File: src/hdl/tct_pkg.sv
`timescale 1ns / 1ps

package tct_pkg;

    localparam int MAX_TIERS_DEF     = 16;
    localparam int MAX_RUN_FILES_DEF = 1023;

    localparam int RUN_FILES_W = 10;
    localparam int CFG_IDX_W   = 3;
    localparam int CFG_DATA_W  = 10;
    localparam int COUNT_CFG_W = 5;
    localparam int PCT_W       = 10;
    localparam int TAKEN_W     = 5;

    localparam logic [6:0] PERCENT_BASE = 7'd100;

    localparam logic [COUNT_CFG_W-1:0] MIN_TIER_COUNT_RST  = 5'd6;
    localparam logic [PCT_W-1:0]       MAX_AMP_PERCENT_RST = 10'd200;
    localparam logic [PCT_W-1:0]       SIZE_RATIO_RST      = 10'd50;
    localparam logic [COUNT_CFG_W-1:0] MIN_MERGE_WIDTH_RST = 5'd2;
    localparam logic [COUNT_CFG_W-1:0] MAX_MERGE_WIDTH_RST = 5'd0;

    typedef enum logic [CFG_IDX_W-1:0] {
        CFG_MIN_TIER_COUNT     = 3'd0,
        CFG_MAX_AMP_PERCENT    = 3'd1,
        CFG_SIZE_RATIO_PERCENT = 3'd2,
        CFG_MIN_MERGE_WIDTH    = 3'd3,
        CFG_MAX_MERGE_WIDTH    = 3'd4
    } t_cfg_idx;

    typedef enum logic [1:0] {
        DEC_NONE        = 2'd0,
        DEC_SPACE_AMP   = 2'd1,
        DEC_SIZE_RATIO  = 2'd2,
        DEC_REDUCE_RUNS = 2'd3
    } t_decision;

    typedef struct packed {
        logic [RUN_FILES_W-1:0] run_files;
        logic                   last_tier;
        logic                   level0_busy;
    } t_tier_item;

    typedef struct packed {
        t_decision          decision;
        logic [TAKEN_W-1:0] tiers_taken;
        logic               bottom_included;
        logic               tier_overflow;
    } t_result;

endpackage

File: src/hdl/tct_item_if.sv
`timescale 1ns / 1ps

interface tct_item_if;
    logic                valid;
    logic                ready;
    tct_pkg::t_tier_item payload;

    modport source (output valid, output payload, input ready);
    modport sink   (input valid, input payload, output ready);
endinterface

File: src/hdl/tct_result_if.sv
`timescale 1ns / 1ps

interface tct_result_if;
    logic             valid;
    logic             ready;
    tct_pkg::t_result payload;

    modport source (output valid, output payload, input ready);
    modport sink   (input valid, input payload, output ready);
endinterface

File: src/hdl/tiered_compaction_trigger.sv
`timescale 1ns / 1ps

// Channel    Dir  Payload                                          Moves on
// i_item     in   run_files, last_tier, level0_busy                valid & ready
// o_result   out  decision, tiers_taken, bottom_included, overflow valid & ready
// i_cfg_*    in   register index and data                          i_cfg_we
//
// One tier item per clock. An accepted item sits in the input register; the tier
// state update, the size-ratio compare and the final decision are done while it
// is there and the result register loads as it advances, so a result passes
// through the input and result registers in turn after its last tier is accepted.
// Synchronous active-low reset restores the register defaults and empties the list.
// A stalled result only holds up a following last-tier item; other tiers flow on.
module tiered_compaction_trigger #(
    parameter int MAX_TIERS     = tct_pkg::MAX_TIERS_DEF,
    parameter int MAX_RUN_FILES = tct_pkg::MAX_RUN_FILES_DEF
) (
    input  logic                           i_clk,
    input  logic                           i_rst_n,
    input  logic                           i_cfg_we,
    input  logic [tct_pkg::CFG_IDX_W-1:0]  i_cfg_idx,
    input  logic [tct_pkg::CFG_DATA_W-1:0] i_cfg_data,
    tct_item_if.sink                       i_item,
    tct_result_if.source                   o_result
);

    localparam int RFW  = tct_pkg::RUN_FILES_W;
    localparam int CW   = $clog2(MAX_TIERS + 1);
    localparam int CMPW = (CW > tct_pkg::COUNT_CFG_W) ? CW : tct_pkg::COUNT_CFG_W;
    localparam int SW   = RFW + $clog2(MAX_TIERS);
    localparam int PW   = SW + 11;
    localparam logic [RFW-1:0] RF_MAX =
        (MAX_RUN_FILES >= (1 << RFW) - 1) ? {RFW{1'b1}} : RFW'(MAX_RUN_FILES);
    localparam logic [CW-1:0] COUNT_FULL = CW'(MAX_TIERS);

    // configuration registers
    logic [tct_pkg::COUNT_CFG_W-1:0] r_min_tier_count;
    logic [tct_pkg::PCT_W-1:0]       r_max_amp;
    logic [tct_pkg::PCT_W-1:0]       r_ratio;
    logic [tct_pkg::COUNT_CFG_W-1:0] r_min_width;
    logic [tct_pkg::COUNT_CFG_W-1:0] r_max_width;

    always_ff @(posedge i_clk) begin
        if (!i_rst_n) begin
            r_min_tier_count <= tct_pkg::MIN_TIER_COUNT_RST;
            r_max_amp        <= tct_pkg::MAX_AMP_PERCENT_RST;
            r_ratio          <= tct_pkg::SIZE_RATIO_RST;
            r_min_width      <= tct_pkg::MIN_MERGE_WIDTH_RST;
            r_max_width      <= tct_pkg::MAX_MERGE_WIDTH_RST;
        end else if (i_cfg_we) begin
            unique case (tct_pkg::t_cfg_idx'(i_cfg_idx))
                tct_pkg::CFG_MIN_TIER_COUNT:
                    r_min_tier_count <= i_cfg_data[tct_pkg::COUNT_CFG_W-1:0];
                tct_pkg::CFG_MAX_AMP_PERCENT:    r_max_amp <= i_cfg_data;
                tct_pkg::CFG_SIZE_RATIO_PERCENT: r_ratio   <= i_cfg_data;
                tct_pkg::CFG_MIN_MERGE_WIDTH:
                    r_min_width <= i_cfg_data[tct_pkg::COUNT_CFG_W-1:0];
                tct_pkg::CFG_MAX_MERGE_WIDTH:
                    r_max_width <= i_cfg_data[tct_pkg::COUNT_CFG_W-1:0];
                default: ;
            endcase
        end
    end

    // input register
    logic                r_in_valid;
    tct_pkg::t_tier_item r_in;
    logic                w_advance;

    assign w_advance    = r_in_valid && (!r_in.last_tier || !o_result.valid || o_result.ready);
    assign i_item.ready = !r_in_valid || w_advance;

    always_ff @(posedge i_clk) begin
        if (!i_rst_n) begin
            r_in_valid <= 1'b0;
        end else if (i_item.ready) begin
            r_in_valid <= i_item.valid;
        end
    end

    always_ff @(posedge i_clk) begin
        if (i_item.valid && i_item.ready) begin
            r_in <= i_item.payload;
        end
    end

    // list state: r_total sums the run files of all counted tiers, r_prefix all but the newest
    logic [CW-1:0]  r_count;
    logic [SW-1:0]  r_total;
    logic [SW-1:0]  r_prefix;
    logic [RFW-1:0] r_last;
    logic [CW-1:0]  r_hit_idx;
    logic           r_hit_found;
    logic           r_overflow;

    logic [RFW-1:0]  w_rf;
    logic            w_take;
    logic [10:0]     w_ratio_sum;
    logic [PW-1:0]   w_rf_x100;
    logic [PW-1:0]   w_prefix_xr;
    logic            w_hit;
    logic [CW-1:0]   w_n;
    logic [SW-1:0]   w_e;
    logic [RFW-1:0]  w_b;
    logic            w_hit_found;
    logic [CW-1:0]   w_hit_idx;
    logic            w_ovf;
    logic [PW-1:0]   w_e_x100;
    logic [PW-1:0]   w_amp_b;
    logic            w_amp;
    logic [CMPW-1:0] w_n_ext;
    logic [CMPW-1:0] w_hit_ext;
    logic [CMPW-1:0] w_reduce;
    tct_pkg::t_result n_result;

    always_comb begin
        w_rf        = (r_in.run_files > RF_MAX) ? RF_MAX : r_in.run_files;
        w_take      = (r_count != COUNT_FULL);
        w_ratio_sum = 11'(r_ratio) + 11'(tct_pkg::PERCENT_BASE);
        w_rf_x100   = PW'(w_rf) * PW'(tct_pkg::PERCENT_BASE);
        w_prefix_xr = PW'(r_total) * PW'(w_ratio_sum);
        w_hit = (r_count != '0) && !r_hit_found && (r_total != '0)
             && (CMPW'(r_count) >= CMPW'(r_min_width))
             && (w_rf_x100 > w_prefix_xr);

        // view of the list once this tier is counted (or dropped when full)
        if (w_take) begin
            w_n         = r_count + CW'(1);
            w_e         = r_total;
            w_b         = w_rf;
            w_hit_found = r_hit_found || w_hit;
            w_hit_idx   = w_hit ? r_count : r_hit_idx;
            w_ovf       = r_overflow;
        end else begin
            w_n         = r_count;
            w_e         = r_prefix;
            w_b         = r_last;
            w_hit_found = r_hit_found;
            w_hit_idx   = r_hit_idx;
            w_ovf       = 1'b1;
        end

        w_e_x100 = PW'(w_e) * PW'(tct_pkg::PERCENT_BASE);
        w_amp_b  = PW'(r_max_amp) * PW'(w_b);
        w_amp    = ((w_b != '0) && (w_e_x100 >= w_amp_b))
                || ((w_b == '0) && (r_max_amp == '0));

        w_n_ext   = CMPW'(w_n);
        w_hit_ext = CMPW'(w_hit_idx);
        w_reduce  = ((r_max_width != '0) && (CMPW'(r_max_width) < w_n_ext))
                  ? CMPW'(r_max_width) : w_n_ext;

        n_result.tier_overflow = w_ovf;
        if (r_in.level0_busy || (w_n_ext < CMPW'(r_min_tier_count))) begin
            n_result.decision        = tct_pkg::DEC_NONE;
            n_result.tiers_taken     = '0;
            n_result.bottom_included = 1'b0;
        end else if (w_amp) begin
            n_result.decision        = tct_pkg::DEC_SPACE_AMP;
            n_result.tiers_taken     = w_n_ext[tct_pkg::TAKEN_W-1:0];
            n_result.bottom_included = 1'b1;
        end else if (w_hit_found) begin
            n_result.decision        = tct_pkg::DEC_SIZE_RATIO;
            n_result.tiers_taken     = w_hit_ext[tct_pkg::TAKEN_W-1:0];
            n_result.bottom_included = 1'b0;
        end else begin
            n_result.decision        = tct_pkg::DEC_REDUCE_RUNS;
            n_result.tiers_taken     = w_reduce[tct_pkg::TAKEN_W-1:0];
            n_result.bottom_included = (w_n_ext <= w_reduce);
        end
    end

    always_ff @(posedge i_clk) begin
        if (!i_rst_n || (w_advance && r_in.last_tier)) begin
            r_count     <= '0;
            r_total     <= '0;
            r_prefix    <= '0;
            r_last      <= '0;
            r_hit_idx   <= '0;
            r_hit_found <= 1'b0;
            r_overflow  <= 1'b0;
        end else if (w_advance) begin
            r_count     <= w_n;
            r_hit_idx   <= w_hit_idx;
            r_hit_found <= w_hit_found;
            r_overflow  <= w_ovf;
            if (w_take) begin
                r_prefix <= r_total;
                r_total  <= r_total + SW'(w_rf);
                r_last   <= w_rf;
            end
        end
    end

    // result register
    logic             r_out_valid;
    tct_pkg::t_result r_out;

    always_ff @(posedge i_clk) begin
        if (!i_rst_n) begin
            r_out_valid <= 1'b0;
        end else if (w_advance && r_in.last_tier) begin
            r_out_valid <= 1'b1;
        end else if (o_result.ready) begin
            r_out_valid <= 1'b0;
        end
    end

    always_ff @(posedge i_clk) begin
        if (w_advance && r_in.last_tier) begin
            r_out <= n_result;
        end
    end

    assign o_result.valid   = r_out_valid;
    assign o_result.payload = r_out;

endmodule

File: src/flat_wrapper.sv
// flat-port wrapper written by rule: the top's interface ports become plain ports
module tiered_compaction_trigger_flat 
#(
    parameter int MAX_TIERS     = tct_pkg::MAX_TIERS_DEF,
    parameter int MAX_RUN_FILES = tct_pkg::MAX_RUN_FILES_DEF
)
  (i_clk, i_rst_n, i_cfg_we, i_cfg_idx, i_cfg_data, i_item_valid, i_item_payload, i_item_ready, o_result_valid, o_result_payload, o_result_ready);
  tct_item_if i_item_i ();
  tct_result_if o_result_i ();
  input  logic i_clk;
  input  logic i_rst_n;
  input  logic i_cfg_we;
  input  logic [tct_pkg::CFG_IDX_W-1:0] i_cfg_idx;
  input  logic [tct_pkg::CFG_DATA_W-1:0] i_cfg_data;
  input wire logic [$bits(i_item_i.valid)-1:0] i_item_valid;
  input wire logic [$bits(i_item_i.payload)-1:0] i_item_payload;
  output wire logic [$bits(i_item_i.ready)-1:0] i_item_ready;
  output wire logic [$bits(o_result_i.valid)-1:0] o_result_valid;
  output wire logic [$bits(o_result_i.payload)-1:0] o_result_payload;
  input wire logic [$bits(o_result_i.ready)-1:0] o_result_ready;
  assign i_item_i.valid = i_item_valid;
  assign i_item_i.payload = i_item_payload;
  assign i_item_ready = i_item_i.ready;
  assign o_result_valid = o_result_i.valid;
  assign o_result_payload = o_result_i.payload;
  assign o_result_i.ready = o_result_ready;
  tiered_compaction_trigger #(.MAX_TIERS(MAX_TIERS), .MAX_RUN_FILES(MAX_RUN_FILES)) u_core (.i_clk(i_clk), .i_rst_n(i_rst_n), .i_cfg_we(i_cfg_we), .i_cfg_idx(i_cfg_idx), .i_cfg_data(i_cfg_data), .i_item(i_item_i), .o_result(o_result_i));
endmodule
File: config.mk
export PLATFORM = sky130hd
export DESIGN_NAME = tiered_compaction_trigger_flat
export DESIGN_NICKNAME = d
export VERILOG_FILES = /design/src/hdl/tct_pkg.sv /design/src/hdl/tct_item_if.sv /design/src/hdl/tct_result_if.sv /design/src/hdl/tiered_compaction_trigger.sv /design/src/flat_wrapper.sv
export SDC_FILE = /design/constraint.sdc
export NUM_CORES = 1
export LEC_CHECK = 0
export BUFFER_PORTS_ARGS = -buffer_cell sky130_fd_sc_hd__buf_2
export CAP_MARGIN = 20
export CELL_PAD_IN_SITES_DETAIL_PLACEMENT = 0
export CELL_PAD_IN_SITES_GLOBAL_PLACEMENT = 1
export CORE_ASPECT_RATIO = 0.5
export CORE_MARGIN = 2
export CORE_UTILIZATION = 28
export DETAILED_ROUTE_END_ITERATION = 16
export GPL_TIMING_DRIVEN = 0
export PLACE_DENSITY_LB_ADDON = 0.12
export SLEW_MARGIN = 20
export SYNTH_ARGS = -nofsm -noshare
export SYNTH_HDL_FRONTEND = slang
export SYNTH_SLANG_ARGS = --single-unit
File: constraint.sdc
create_clock -name i_clk -period 22.2 [get_ports i_clk]
set_input_delay 5.55 -clock i_clk [delete_from_list [all_inputs] [get_ports i_clk]]
set_output_delay 5.55 -clock i_clk [all_outputs]
set_load 0.1 [all_outputs]
# == Yosys cells after proc, flatten, opt, wreduce, memory -nomap -nowiden ==
# Cells that the tools add are included.
# word_totals
out_inout_bits,11
input_bits,30
ff_bits,108
# classes
eq_ne,5
order_cmp,7
n_reduce_logical,37
multipliers,4
n_addsub,3
mux,13
# ops
operator,n
17-bit by 25-bit > comparator with 1-bit output,1
14-bit by 11-bit multiplier with 25-bit output,1
21-bit by 20-bit greater-or-equal comparator with 1-bit output,1
10-bit zero test,2
10-bit by 10-bit multiplier with 20-bit output,1
10-bit two-way mux,2
5-bit two-way mux,4
"14-bit by 5-bit multiplier with 19-bit output, second input constant",1
"10-bit by 5-bit multiplier with 15-bit output, second input constant",1
14-bit by 10-bit adder with 14-bit output,1
14-bit two-way mux,1
7-bit two-way mux,2
14-bit nonzero test,1
2-bit AND reduction,6
"10-bit by 7-bit adder with 11-bit output, second input constant",1
"10-bit > comparator, second input constant",1
1-bit logical AND,10
5-bit < comparator,2
10-bit nonzero test,1
5-bit nonzero test,2
1-bit logical OR,7
"3-bit by 2-bit == test with 1-bit output, second input constant",2
"5-bit by 1-bit adder with 5-bit output, second input constant",1
5-bit greater-or-equal comparator,1
other kinds (9),16

# == Depth between registers and ports, before layout ==
# Gate-level depths: netlist (run 1).
# depth
word_depth,9
ltp_mapped,37

# == Worst setup path before layout (run 1) ==
# No wires, ideal clock.
# synth_timing
path_kind,in2out
startpoint,input o_result_ready
endpoint,output i_item_ready
setup_slack_ns,10.102
t_arrival_ns,6.548
cell_stages,1
n_path_buf,0
path_cell_list,nand4b_1
# synth_via
elab_chain_cells,3
# synth_lines
element,line_no,text
from (decl),flat_wrapper.sv:20,input wire logic [$bits(o_result_i.ready)-1:0] o_result_ready;
1-bit logical OR,tiered_compaction_trigger.sv:70,assign w_advance = r_in_valid && (!r_in.last_tier || !o_result.valid || o_result.ready);
1-bit logical AND,tiered_compaction_trigger.sv:70,
1-bit logical OR,tiered_compaction_trigger.sv:71,assign i_item.ready = !r_in_valid || w_advance;
to (decl),flat_wrapper.sv:17,output wire logic [$bits(i_item_i.ready)-1:0] i_item_ready;
# Every way passes these cells.

# == Worst setup path after layout (run 1) ==
# Ends and elaborated chain as after synthesis.

==> summary.md, run 1 <==
| Metric | Value |
|---|---|
| Drt first-iter violations | 521 |
| CTS sink cnt | 108 |
| Largest area contributor in the netlist | fa_1 |
| Avg Cell Area, Syn | 8.565 um^2 |
| Largest net degree at the start of global routing | 18 |
| Die width | 352.8 um |
| Dpl cell area | 18,240 um^2 |
| Clock latency on the worst-skew pair | 0.37 ns |
| Compound-Gate Fraction of Synth Area | 0.1144 |
| Largest family of logic cells by synthesized area | adder cells |
| CP Class | primary input to output pin |
| Initial core utilization | 0.2855 |
| PortBufs | 38 |
| Sequential area share after synthesis | 0.1392 |
| Fin crit share | 0.5298 |
| Final net count | 2,514 |
| CP Max Fanout | 3 |
| Met1 Usage GRT | 0.2340 |
| Fin. Hold Viols | 0 |
| Post-Syn Nets | 2,465 |
| Routing usage on met2 | 0.2617 |
| Worst-margin pin slew | 0.9415 ns |
| Die area | 62,950 um^2 |
| PwrDens | 40.23 nW/um^2 |
| Antenna cells | 0 |
| First-pass DRT Iterations | 4 |
| Rows | 63 |
| Final instance area | 18,520 um^2 |
| CTS Buf Count | 9 |
| Met3 GRT Util | 0.008082 |
| Final setup viols | 0 |
| Worst-path clk slew | 0.07 ns |
| Synthesized area | 17,040 um^2 |
| Post-synth EDFFs | 21 |
| Area delta synth->final | 8.681% |
| Synth Area in Adders | 0.4086 |
| CP endpoint kind | output pin |
| Share of cells above drive strength 1 | 0.05678 |
| Leakage power | 9.054 nW |
| Maximum VDD drop | 40.47 uV |
| WL final | 48,520 um |
| Ys flop type | dfxtp_1 |
| Max Slew Vio Count | 0 |
| DP HPWL | 41,090 um |
| Drt wl/cell | 16.99 um |
| Die height | 178.4 um |
| F_max | 0.08503 GHz |
| Initial antenna violation count | 1 |
| Worst rel slew slack | 0.3675 |
| Simple-gate share of the synthesized area | 0.1848 |
| Number of synthesized register bits | 108 |
| GRT overflow | 0 |
| H-tree levels | 3 |
| Setup TNS | 0 ns |
| GRT Util Overall | 0.1594 |
| Root buf cell | clkbuf_16 |
| Clk_skew | 0.008013 ns |
| Vias in the first global route | 13,480 |
| Share of Yosys cell area claimed by the top area cell type | 0.2162 |
| TritonCTS clock tree | done |
| Postcts setup bufs | 0 |
| Finished Layout Cells | 2,855 |
| Critical Path AT | 6.21 ns |
| First-pass GRT wire length | 78,080 um |
| Placed Instances | 2,839 |
| RSZ-0062 raised after global routing | no |
| GP Congestion | 0.7923 |
| Most Used Layer, Global Route | met2 |
| CP Launch Type | primary input |
| Cts hold-fix bufs | 0 |
| Status | completed |
| Cells after Synth | 1,989 |
| Max Buffers Root-to-Sink | 2 |
| Number of I/O pins | 41 |
| Largest cells by area after synthesis | fa_1, ha_1, dfxtp_1, inv_1, nand2_1 |
| Data required, critical path | 16.65 ns |
| Ys async rst share | 0 |
| DR vias | 12,940 |
| Synth Warn # | 0 |
| Core area | 59,670 um^2 |
| HP Class | flip-flop to flip-flop |
| Synth unique cells | 84 |
| Post-CTS resize count | 0 |
| Post-synthesis mux area share | 0.02828 |
| Drt drc | 0 |
| Fin crit period | 11.76 ns |
| DR vias/cell | 4.533 |
| Antenna Nets Post-Route | 0 |
| Post-Synth XOR/XNOR Area | 0.03643 |
| Max Cap Viol | 0 |
-- cell type report --
type / instances / area (um^2)
timing repair buffer: 38 / 190.2
buffer: 90 / 355.3
tap: 812 / 1016
fill: 6459 / 41160
clock inverter: 5 / 35.03
inverter: 306 / 1149
clock buffer: 11 / 232.7
sequential: 108 / 2372
multi-input combinational: 1485 / 13170
-- metal layers --
layer	vias up	routed length [um]
met5	-	0
met4	0	503
met3	21	491
met2	72	21340
met1	6278	26190
li1	6570	-
-- worst max-delay path: stages --
cell and delay, ns:
buf_2 0.09, nand4b_1 0.13, buf_2 0.44
-- synth_stat cells (all sizes together), types with 12 or more instances --
cell type,number
a21o,23
a31oi,13
nor3,20
nor2b,33
mux2i,29
a21boi,23
a21oi,103
nor4,12
nand2b,22
nand2,282
ha,262
edfxtp,21
nor2,55
xnor2,48
clkbuf,80
dfxtp,87
xor2,22
mux2,17
fa,184
inv,306
nand3,27
and2,124
o21ai,47
o21a,12
-- final timing paths --
kind / from / endpoint / slack, ns / cells after the start
worst max-delay path: o_result_ready / i_item_ready / 10.44 / 3
worst min register to register: u_core.r_prefix[2]$_SDFFE_PP0P_ / u_core.r_prefix[2]$_SDFFE_PP0P_ / 0.45 / 2
worst max register to register: u_core.r_count[0]$_SDFFE_PP0P_ / u_core.o_result.payload[2]$_SDFFCE_PP0P_ / 12.22 / 31
worst min-delay path: u_core.r_prefix[2]$_SDFFE_PP0P_ / u_core.r_prefix[2]$_SDFFE_PP0P_ / 0.45 / 2
-- flip-flops by register name (all words and copies together) (netlist names), 9 cells and up --
register                 count
u_core.r_last               10
u_core.o_result.payload      9
u_core.r_in                 12
u_core.r_ratio              10
u_core.r_total              14
u_core.r_prefix             14
u_core.r_max_amp            10
-- stage by stage --
| stage | utilization | hold slack, ns | total power [mW] | worst slack, ns |
|---|---|---|---|---|
| 6_report | 0.3103 | 0.4535 | 0.7449 | 10.44 |
| 3_5_place_dp | 0.3057 | 0.4449 | 0.5987 | 10.44 |
| 3_3_place_gp | 0.3057 | 0.4390 | 0.6018 | 10.44 |
| 4_1_cts | 0.3102 | 0.4555 | 0.7601 | 10.43 |
| 5_1_grt | 0.3103 | 0.4755 | 0.8187 | 10.40 |
| 2_1_floorplan | - | 0.4293 | 0.4994 | 10.10 |
-- cell usage in the layout (no fill, tap or decap), drive strengths merged, types with 10 or more instances in the layout --
| cell | n |
|---|---|
| inv | 308 |
| nand2 | 282 |
| ha | 262 |
| fa | 184 |
| and2 | 124 |
| a21oi | 103 |
| clkbuf | 91 |
| dfxtp | 87 |
| nor2 | 55 |
| xnor2 | 48 |
| buf | 48 |
| o21ai | 47 |
| nor2b | 33 |
| mux2i | 29 |
| nand3 | 27 |
| a21boi | 23 |
| a21o | 23 |
| xor2 | 22 |
| nand2b | 22 |
| edfxtp | 21 |
| nor3 | 20 |
| mux2 | 17 |
| a31oi | 13 |
| o21a | 12 |
| nor4 | 12 |
| or3 | 11 |
| o211ai | 11 |
| nand4 | 10 |
-- report_power, final --
group	leakage (nW)	internal, mW	switching, mW
logic	8.01	0.157	0.218
registers	0.912	0.205	0.00798
clock network	0.130	0.0769	0.0801
total	9.05	0.439	0.306
-- logic make-up (layout without fill, tap and decap cells) --
logic type,count (synthesis),in the layout
mux,46,46
fa+ha+maj,446,446
xor+xnor,70,70
simple gates,631,631
compound gates,292,292
buf+inv,396,450
flops,108,108
Power figures use the tool's default switching activity.
==> run 2, diff against run 1 <==
Clock period 22.2 ns to 10.5 ns, I/O delays scaled along.
==> summary.md, run 2 (same netlist as run 1, synthesis figures left out) <==
| Metric | Value |
|---|---|
| GRT overflow | 0 (unchanged) |
| Most common cell on crit path | fa_1 (was buf_2) |
| Worst R2R Path Depth | 31 (unchanged) |
| Clock latency on the worst-skew pair | 0.37 ns (about the same) |
| FF/Latch Area | 2372 um^2 (unchanged) |
| Rows | 63 (unchanged) |
| Met2 WL | 21,340 um (unchanged) |
| Drt wl/cell | 16.99 um (about the same) |
| Initial antenna violation count | 1 (unchanged) |
| F_max | 0.1021 GHz |
| Gate power share | 0.503 (about the same) |
| Max Slew Vio Count | 0 (unchanged) |
| Regs by FF count | u_core.r_prefix x14, u_core.r_total x14, u_core.r_in x12 (unchanged) |
| GRT Util Overall | 0.1594 (unchanged) |
| Multi-input logic area | 13,170 um^2 (unchanged) |
| Hold path endpoint | u_core.r_prefix[2]$_SDFFE_PP0P_ (unchanged) |
| DR vias/cell | 4.533 (unchanged) |
| Slowest CP cell | o21ai_0 (was buf_2) |
| Setup TNS | 0 ns (unchanged) |
| First-pass DRT Iterations | 4 (unchanged) |
| WL final | 48,520 um (about the same) |
| CP Buf/Inv Count | 6 (was 2) |
| CTS Buf Count | 9 (unchanged) |
| Reg2reg end | u_core.o_result.payload[2]$_SDFFCE_PP0P_ (unchanged) |
| Drt first-iter violations | 521 (unchanged) |
| Fin crit period | 9.799 ns |
| PwrDens | 85.06 nW/um^2 (was 40.23 nW/um^2) |
| Hold Path Cell Cnt | 2 (unchanged) |
| Root buf cell | clkbuf_16 (unchanged) |
| Cts hold-fix bufs | 0 (unchanged) |
| HP Class | flip-flop to flip-flop (unchanged) |
| Drt drc | 0 (unchanged) |
| Status | completed (unchanged) |
| Pint | 0.9287 mW (was 0.4392 mW) |
| Met1 wire length | 26,190 um (about the same) |
| Maximum VDD drop | 85.56 uV (was 40.47 uV) |
| Hold path startpoint | u_core.r_prefix[2]$_SDFFE_PP0P_ (unchanged) |
| Die area | 62,950 um^2 (unchanged) |
| Total chip power | 1.575 mW (was 0.7449 mW) |
| Antenna cells | 0 (unchanged) |
| Slowest cell delay on critical path | 0.55 ns (was 0.44 ns) |
| Clock share of power | 0.211 (about the same) |
| Leakage power | 9.057 nW (was 9.054 nW) |
| Share of cells above drive strength 1 | 0.05727 (was 0.05678) |
| DP HPWL | 41,090 um (unchanged) |
| RSZ-0062 raised after global routing | no (unchanged) |
| Final setup viols | 0 (unchanged) |
| GP Congestion | 0.7923 (unchanged) |
| Worst-margin pin slew | 0.9415 ns (unchanged) |
| Max Buffers Root-to-Sink | 2 (unchanged) |
| TritonCTS clock tree | done (unchanged) |
| Commonest non-fill, non-tap cell in the layout | inv_1 (unchanged) |
| Core area | 59,670 um^2 (unchanged) |
| Vias in the first global route | 13,480 (unchanged) |
| CP Launch Type | flip-flop (was primary input) |
| Die height | 178.4 um (unchanged) |
| Final net count | 2,514 (unchanged) |
| CP Class | flip-flop to flip-flop (was primary input to output pin) |
| Fillers | 6,459 (unchanged) |
| DR vias | 12,940 (unchanged) |
| H-tree levels | 3 (unchanged) |
| CP Max Fanout | 10 (was 3) |
| Worst-path clk slew | 0.08 ns (was 0.07 ns) |
| Largest net degree at the start of global routing | 18 (unchanged) |
| Initial core utilization | 0.2855 (unchanged) |
| CTS sink cnt | 108 (unchanged) |
| Top delay family on crit path | adder cells (was buffers and inverters) |
| WL met3 | 491 um (unchanged) |
| First-pass GRT wire length | 78,080 um (unchanged) |
| PortBufs | 38 (unchanged) |
| Clk_skew | 0.008013 ns (unchanged) |
| Data required, critical path | 10.61 ns (was 16.65 ns) |
| Net Switching | 0.6464 mW (was 0.3057 mW) |
| Reg power frac | 0.286 (about the same) |
| Fin. Hold Viols | 0 (unchanged) |
| Antenna Nets Post-Route | 0 (unchanged) |
| Max Cap Viol | 0 (unchanged) |
| Reg2Reg Setup Slack | 0.70 ns (was 12.22 ns) |
| CP endpoint kind | flip-flop (was output pin) |
| RR Startpoint | u_core.r_count[0]$_SDFFE_PP0P_ (unchanged) |
| Fin crit share | 0.9332 |
| Area delta synth->final | 8.688% (was 8.681%) |
| Worst rel slew slack | 0.3675 (unchanged) |
| Number of I/O pins | 41 (unchanged) |
| Sw frac | 0.4104 (about the same) |
| Critical Path AT | 9.91 ns (was 6.21 ns) |
| Die width | 352.8 um (unchanged) |
| Top Layer Used | met4 (unchanged) |
| Commonest non-fill, non-tap cells in the layout | inv_1, nand2_1, ha_1, fa_1, and2_1 (unchanged) |
-- run 2: cell counts in the layout (fill, tap and decap cells not counted) --
Identical to the previous run, type by type.
-- run 2: stage by stage --
step | setup WS, ns | hold WS (ns) | utilization | cell area [um^2] | instances
final | 0.7012 | 0.4535 | 0.3103 | 18520 | 2855
after global routing | 0.1955 | 0.4755 | 0.3103 | 18520 | 2855
after CTS | 0.4562 | 0.4555 | 0.3102 | 18510 | 2855
after detailed placement | 0.5232 | 0.4449 | 0.3057 | 18240 | 2839
after global placement | 0.4593 | 0.4390 | 0.3057 | 18240 | 2839
after floorplan | 2.497 | 0.4293 | - | 17040 | 1989
-- run 2: cell type report --
type                    instances  area share
plain buffers                  90     0.01926
clock buffers                  11     0.01257
clock inverters                 5    0.001892
inverters                     306     0.06203
multi-input cells            1485      0.7110
flip-flops and latches        108      0.1281
well taps                     812     0.05487
repair buffers                 38     0.01027
-- run 2: how the worst max path moves through the flow --
stage	from	to	cells after the start
2_1_floorplan	u_core.r_count[0]$_SDFFE_PP0P_	u_core.o_result.payload[2]$_SDFFCE_PP0P_	34
3_3_place_gp	u_core.r_count[0]$_SDFFE_PP0P_	u_core.o_result.payload[2]$_SDFFCE_PP0P_	31
3_5_place_dp	u_core.r_count[0]$_SDFFE_PP0P_	u_core.o_result.payload[2]$_SDFFCE_PP0P_	31
4_1_cts	u_core.r_count[0]$_SDFFE_PP0P_	u_core.o_result.payload[2]$_SDFFCE_PP0P_	31
5_1_grt	u_core.r_count[0]$_SDFFE_PP0P_	u_core.o_result.payload[2]$_SDFFCE_PP0P_	31
6_report	u_core.r_count[0]$_SDFFE_PP0P_	u_core.o_result.payload[2]$_SDFFCE_PP0P_	31
-- run 2: worst register-to-register path, delay by kind of cell (launching register included) --
family | cells | cell delay (ns)
fa+ha+maj | 8 | 3.43
compound gates | 12 | 3.12
buf+inv | 6 | 1.31
simple gates | 5 | 1.21
flops | 1 | 0.51
-- run 2: timing repair --
item | CTS | global route
endpoints found under the setup margin | 0 | 1
setup buffers | 0 | 0
hold endpoints to repair | 0 | 0
resized for setup | 0 | 2
-- run 2: power by group through the flow --
stage	sequential, mW	combinational (mW)	clock, mW
after floorplan	0.458	0.598	0
after global placement	0.461	0.811	0
after detailed placement	0.461	0.804	0
after CTS	0.452	0.813	0.342
after global routing	0.453	0.922	0.355
final	0.451	0.792	0.332
-- run 2: layer usage --
metal | up-vias | track usage
met5 | - | 0
met4 | 0 | 0.02707
met3 | 21 | 0.008082
met2 | 72 | 0.2617
met1 | 6278 | 0.2340
li1 | 6570 | -
==> run 3, diff against run 2 <==
Settings changed: ABC_AREA from default to 1.
==> summary.md, run 3 <==
| Metric | Value |
|---|---|
| Status | completed (unchanged) |
| WL final | 53,070 um (was 48,520 um) |
| Met1 wire length | 28,050 um (was 26,190 um) |
| Pint | 1.191 mW (was 0.9287 mW) |
| Number of I/O pins | 41 (unchanged) |
| Synth Warn # | 0 (unchanged) |
| Sw frac | 0.5023 (was 0.4104) |
| Fin. Hold Viols | 0 (unchanged) |
| Sequential area share after synthesis | 0.1392 (about the same) |
| HP Class | flip-flop to flip-flop (unchanged) |
| DR vias | 14,120 (was 12,940) |
| Final net count | 2,807 (was 2,514) |
| Synth unique cells | 44 (was 84) |
| Total chip power | 2.393 mW (was 1.575 mW) |
| CP Class | flip-flop to flip-flop (unchanged) |
| PwrDens | 129.0 nW/um^2 (was 85.06 nW/um^2) |
| Place WS | 1.215 ns (was 0.5232 ns) |
| Fin crit share | 0.8920 (was 0.9332) |
| Antenna cells | 0 (unchanged) |
| PortBufs | 39 (was 38) |
| Setup TNS | 0 ns (unchanged) |
| Reg power frac | 0.194 (was 0.286) |
| Multi-input logic area | 12,480 um^2 (was 13,170 um^2) |
| Clock latency on the worst-skew pair | 0.37 ns (about the same) |
| Synth Area in Adders | 0.4084 (was 0.4086) |
| FF/Latch Area | 2372 um^2 (unchanged) |
| Drt wl/cell | 16.86 um (was 16.99 um) |
| Area delta synth->final | 8.786% (was 8.688%) |
| H-tree levels | 3 (unchanged) |
| Initial core utilization | 0.2857 (was 0.2855) |
| Vias in the first global route | 14,380 (was 13,480) |
| DP HPWL | 45,120 um (was 41,090 um) |
| Max Slew Vio Count | 0 (unchanged) |
| Leakage power | 9.970 nW (was 9.057 nW) |
| Worst-margin pin slew | 0.9182 ns (was 0.9415 ns) |
| First-pass GRT wire length | 84,210 um (was 78,080 um) |
| Antenna Nets Post-Route | 0 (unchanged) |
| Slowest cell delay on critical path | 0.71 ns (was 0.55 ns) |
| Simple-gate share of the synthesized area | 0.1822 (was 0.1848) |
| Core area | 59,670 um^2 (unchanged) |
| Gate power share | 0.659 (was 0.503) |
| Maximum VDD drop | 88.56 uV (was 85.56 uV) |
| Largest area contributor in the netlist | fa_1 (unchanged) |
| Fillers | 6,572 (was 6,459) |
| Postcts setup bufs | 0 (unchanged) |
| Share of cells above drive strength 1 | 0.04366 (was 0.05727) |
| Largest cells by area after synthesis | fa_1, ha_1, inv_1, dfxtp_1, nand2_1 (was fa_1, ha_1, dfxtp_1, inv_1, nand2_1) |
| F_max | 0.1068 GHz (was 0.1021 GHz) |
| Commonest non-fill, non-tap cells in the layout | inv_1, nand2_1, ha_1, nor2_1, fa_1 (was inv_1, nand2_1, ha_1, fa_1, and2_1) |
| Largest family of logic cells by synthesized area | adder cells (unchanged) |
| Max Cap Viol | 0 (unchanged) |
| Net Switching | 1.202 mW (was 0.6464 mW) |
| Most common cell on crit path | nor2_1 (was fa_1) |
| Die height | 178.5 um (was 178.4 um) |
| Placed Instances | 3,132 (was 2,839) |
| GP Congestion | 0.8282 (was 0.7923) |
| Ys flop type | dfxtp_1 (unchanged) |
| Clock share of power | 0.147 (was 0.211) |
| Fin crit period | 9.366 ns (was 9.799 ns) |
| Drt first-iter violations | 757 (was 521) |
| Clk_skew | 0.02045 ns (was 0.008013 ns) |
| Die area | 62,990 um^2 (was 62,950 um^2) |
| First-pass DRT Iterations | 5 (was 4) |
| Synthesized area | 17,050 um^2 (was 17,040 um^2) |
| Rows | 63 (unchanged) |
| Worst-path clk slew | 0.09 ns (was 0.08 ns) |
| CP endpoint kind | flip-flop (unchanged) |
| Drt drc | 0 (unchanged) |
| Post-CTS resize count | 0 (unchanged) |
| CTS sink cnt | 108 (unchanged) |
| Slowest CP cell | xor2_1 (was o21ai_0) |
| Worst rel slew slack | 0.3814 (was 0.3675) |
| Number of synthesized register bits | 108 (unchanged) |
| Compound-Gate Fraction of Synth Area | 0.1078 (was 0.1144) |
| Initial antenna violation count | 1 (unchanged) |
| Post-synthesis mux area share | 0 (was 0.02828) |
| Largest net degree at the start of global routing | 20 (was 18) |
| Share of Yosys cell area claimed by the top area cell type | 0.2161 (was 0.2162) |
| Root buf cell | clkbuf_16 (unchanged) |
| Most common cell in the netlist | inv_1 (unchanged) |
| RSZ-0062 raised after global routing | no (unchanged) |
| WL met3 | 1465 um (was 491 um) |
| Finished Layout Cells | 3,148 (was 2,855) |
| Cells after Synth | 2,281 (was 1,989) |
| Critical Path AT | 9.61 ns (was 9.91 ns) |
| Ys async rst share | 0 (unchanged) |
| Met2 WL | 22,910 um (was 21,340 um) |
| Die width | 352.9 um (was 352.8 um) |
| Post-Syn Nets | 2,757 (was 2,465) |
| DR vias/cell | 4.485 (was 4.533) |
| Post-synth EDFFs | 21 (unchanged) |
| GRT overflow | 0 (unchanged) |
| Post-Synth XOR/XNOR Area | 0.03391 (was 0.03643) |
| Synth top cells by count | inv_1, nand2_1, ha_1 (unchanged) |
| Regs by FF count | u_core.r_prefix x14, u_core.r_total x14, u_core.r_in x12 (unchanged) |
| Hold_ws | 0.4650 ns (was 0.4535 ns) |
| TritonCTS clock tree | done (unchanged) |
| Max Buffers Root-to-Sink | 2 (unchanged) |
| Avg Cell Area, Syn | 7.473 um^2 (was 8.565 um^2) |
| CTS Buf Count | 9 (unchanged) |
| Top Layer Used | met4 (unchanged) |
| CP Max Fanout | 10 (unchanged) |
| Commonest non-fill, non-tap cell in the layout | inv_1 (unchanged) |
| CP Launch Type | flip-flop (unchanged) |
| Data required, critical path | 10.74 ns (was 10.61 ns) |
| GRT Util Overall | 0.1729 (was 0.1594) |
| Cts hold-fix bufs | 0 (unchanged) |
| Final WS setup | 1.134 ns (was 0.7012 ns) |
| Final setup viols | 0 (unchanged) |
run 3: cell types whose count changed after synthesis, moves of 44 or more:
cell     change
and2_1     -122
nor2_1     +146
a21oi_1     +44
o21ai_0     +61
nand2_1    +165
inv_1      +200
run 3: worst max-delay path, delay by kind of cell (launching register included):
kind | cells | cell delay (ns)
and+or+nand+nor | 19 | 3.40
adders and majority gates | 7 | 3.29
xor gates and xnor gates | 2 | 0.97
buffers and inverters | 4 | 0.82
DFF | 1 | 0.45
AOI/OAI and AO/OA | 2 | 0.30
run 3: cells by family after synthesis:
family,after synthesis
AND/OR/NAND/NOR,766
adder cells (fa/ha/maj),446
AO/OA/AOI/OAI,322
flip-flops,108
buffers and inverters,573
XOR/XNOR,66
run 3: area by class of cell:
type	instances	area share
clock buffer	10	0.01235
multi-input combinational	1600	0.6732
sequential	108	0.1279
tap	812	0.05479
inverter	515	0.1042
clock inverter	6	0.003104
buffer	58	0.01390
timing repair buffer	39	0.01053
run 3: routing by layer:
layer	up-vias	global-route usage
li1	7205	-
met1	6690	0.2619
met2	199	0.2744
met3	26	0.008491
met4	0	0.02653
met5	-	0
run 3: power by group through the flow:
stage	Combinational, mW	Sequential (mW)	Clock [mW]
after CTS	1.61	0.463	0.360
after detailed placement	1.60	0.473	0
after global placement	1.60	0.472	0
final	1.58	0.463	0.352
after global routing	1.86	0.466	0.380
after floorplan	1.16	0.478	0
run 3: metrics by stage:
stage	area, um^2	util
after detailed placement	18260	0.3060
after CTS	18540	0.3108
final	18540	0.3108
after floorplan	17050	-
after global routing	18540	0.3108
after global placement	18260	0.3060
run 3: worst paths after layout:
kind,depth (start not counted),from,to,slack [ns]
min,2,u_core.r_min_tier_count[3]$_SDFFE_PN0P_,u_core.r_min_tier_count[3]$_SDFFE_PN0P_,0.46
max,34,u_core.r_ratio[2]$_SDFFE_PN0P_,u_core.o_result.payload[4]$_SDFFCE_PP0P_,1.13
min reg2reg,2,u_core.r_min_tier_count[3]$_SDFFE_PN0P_,u_core.r_min_tier_count[3]$_SDFFE_PN0P_,0.46
max reg2reg,34,u_core.r_ratio[2]$_SDFFE_PN0P_,u_core.o_result.payload[4]$_SDFFCE_PP0P_,1.13
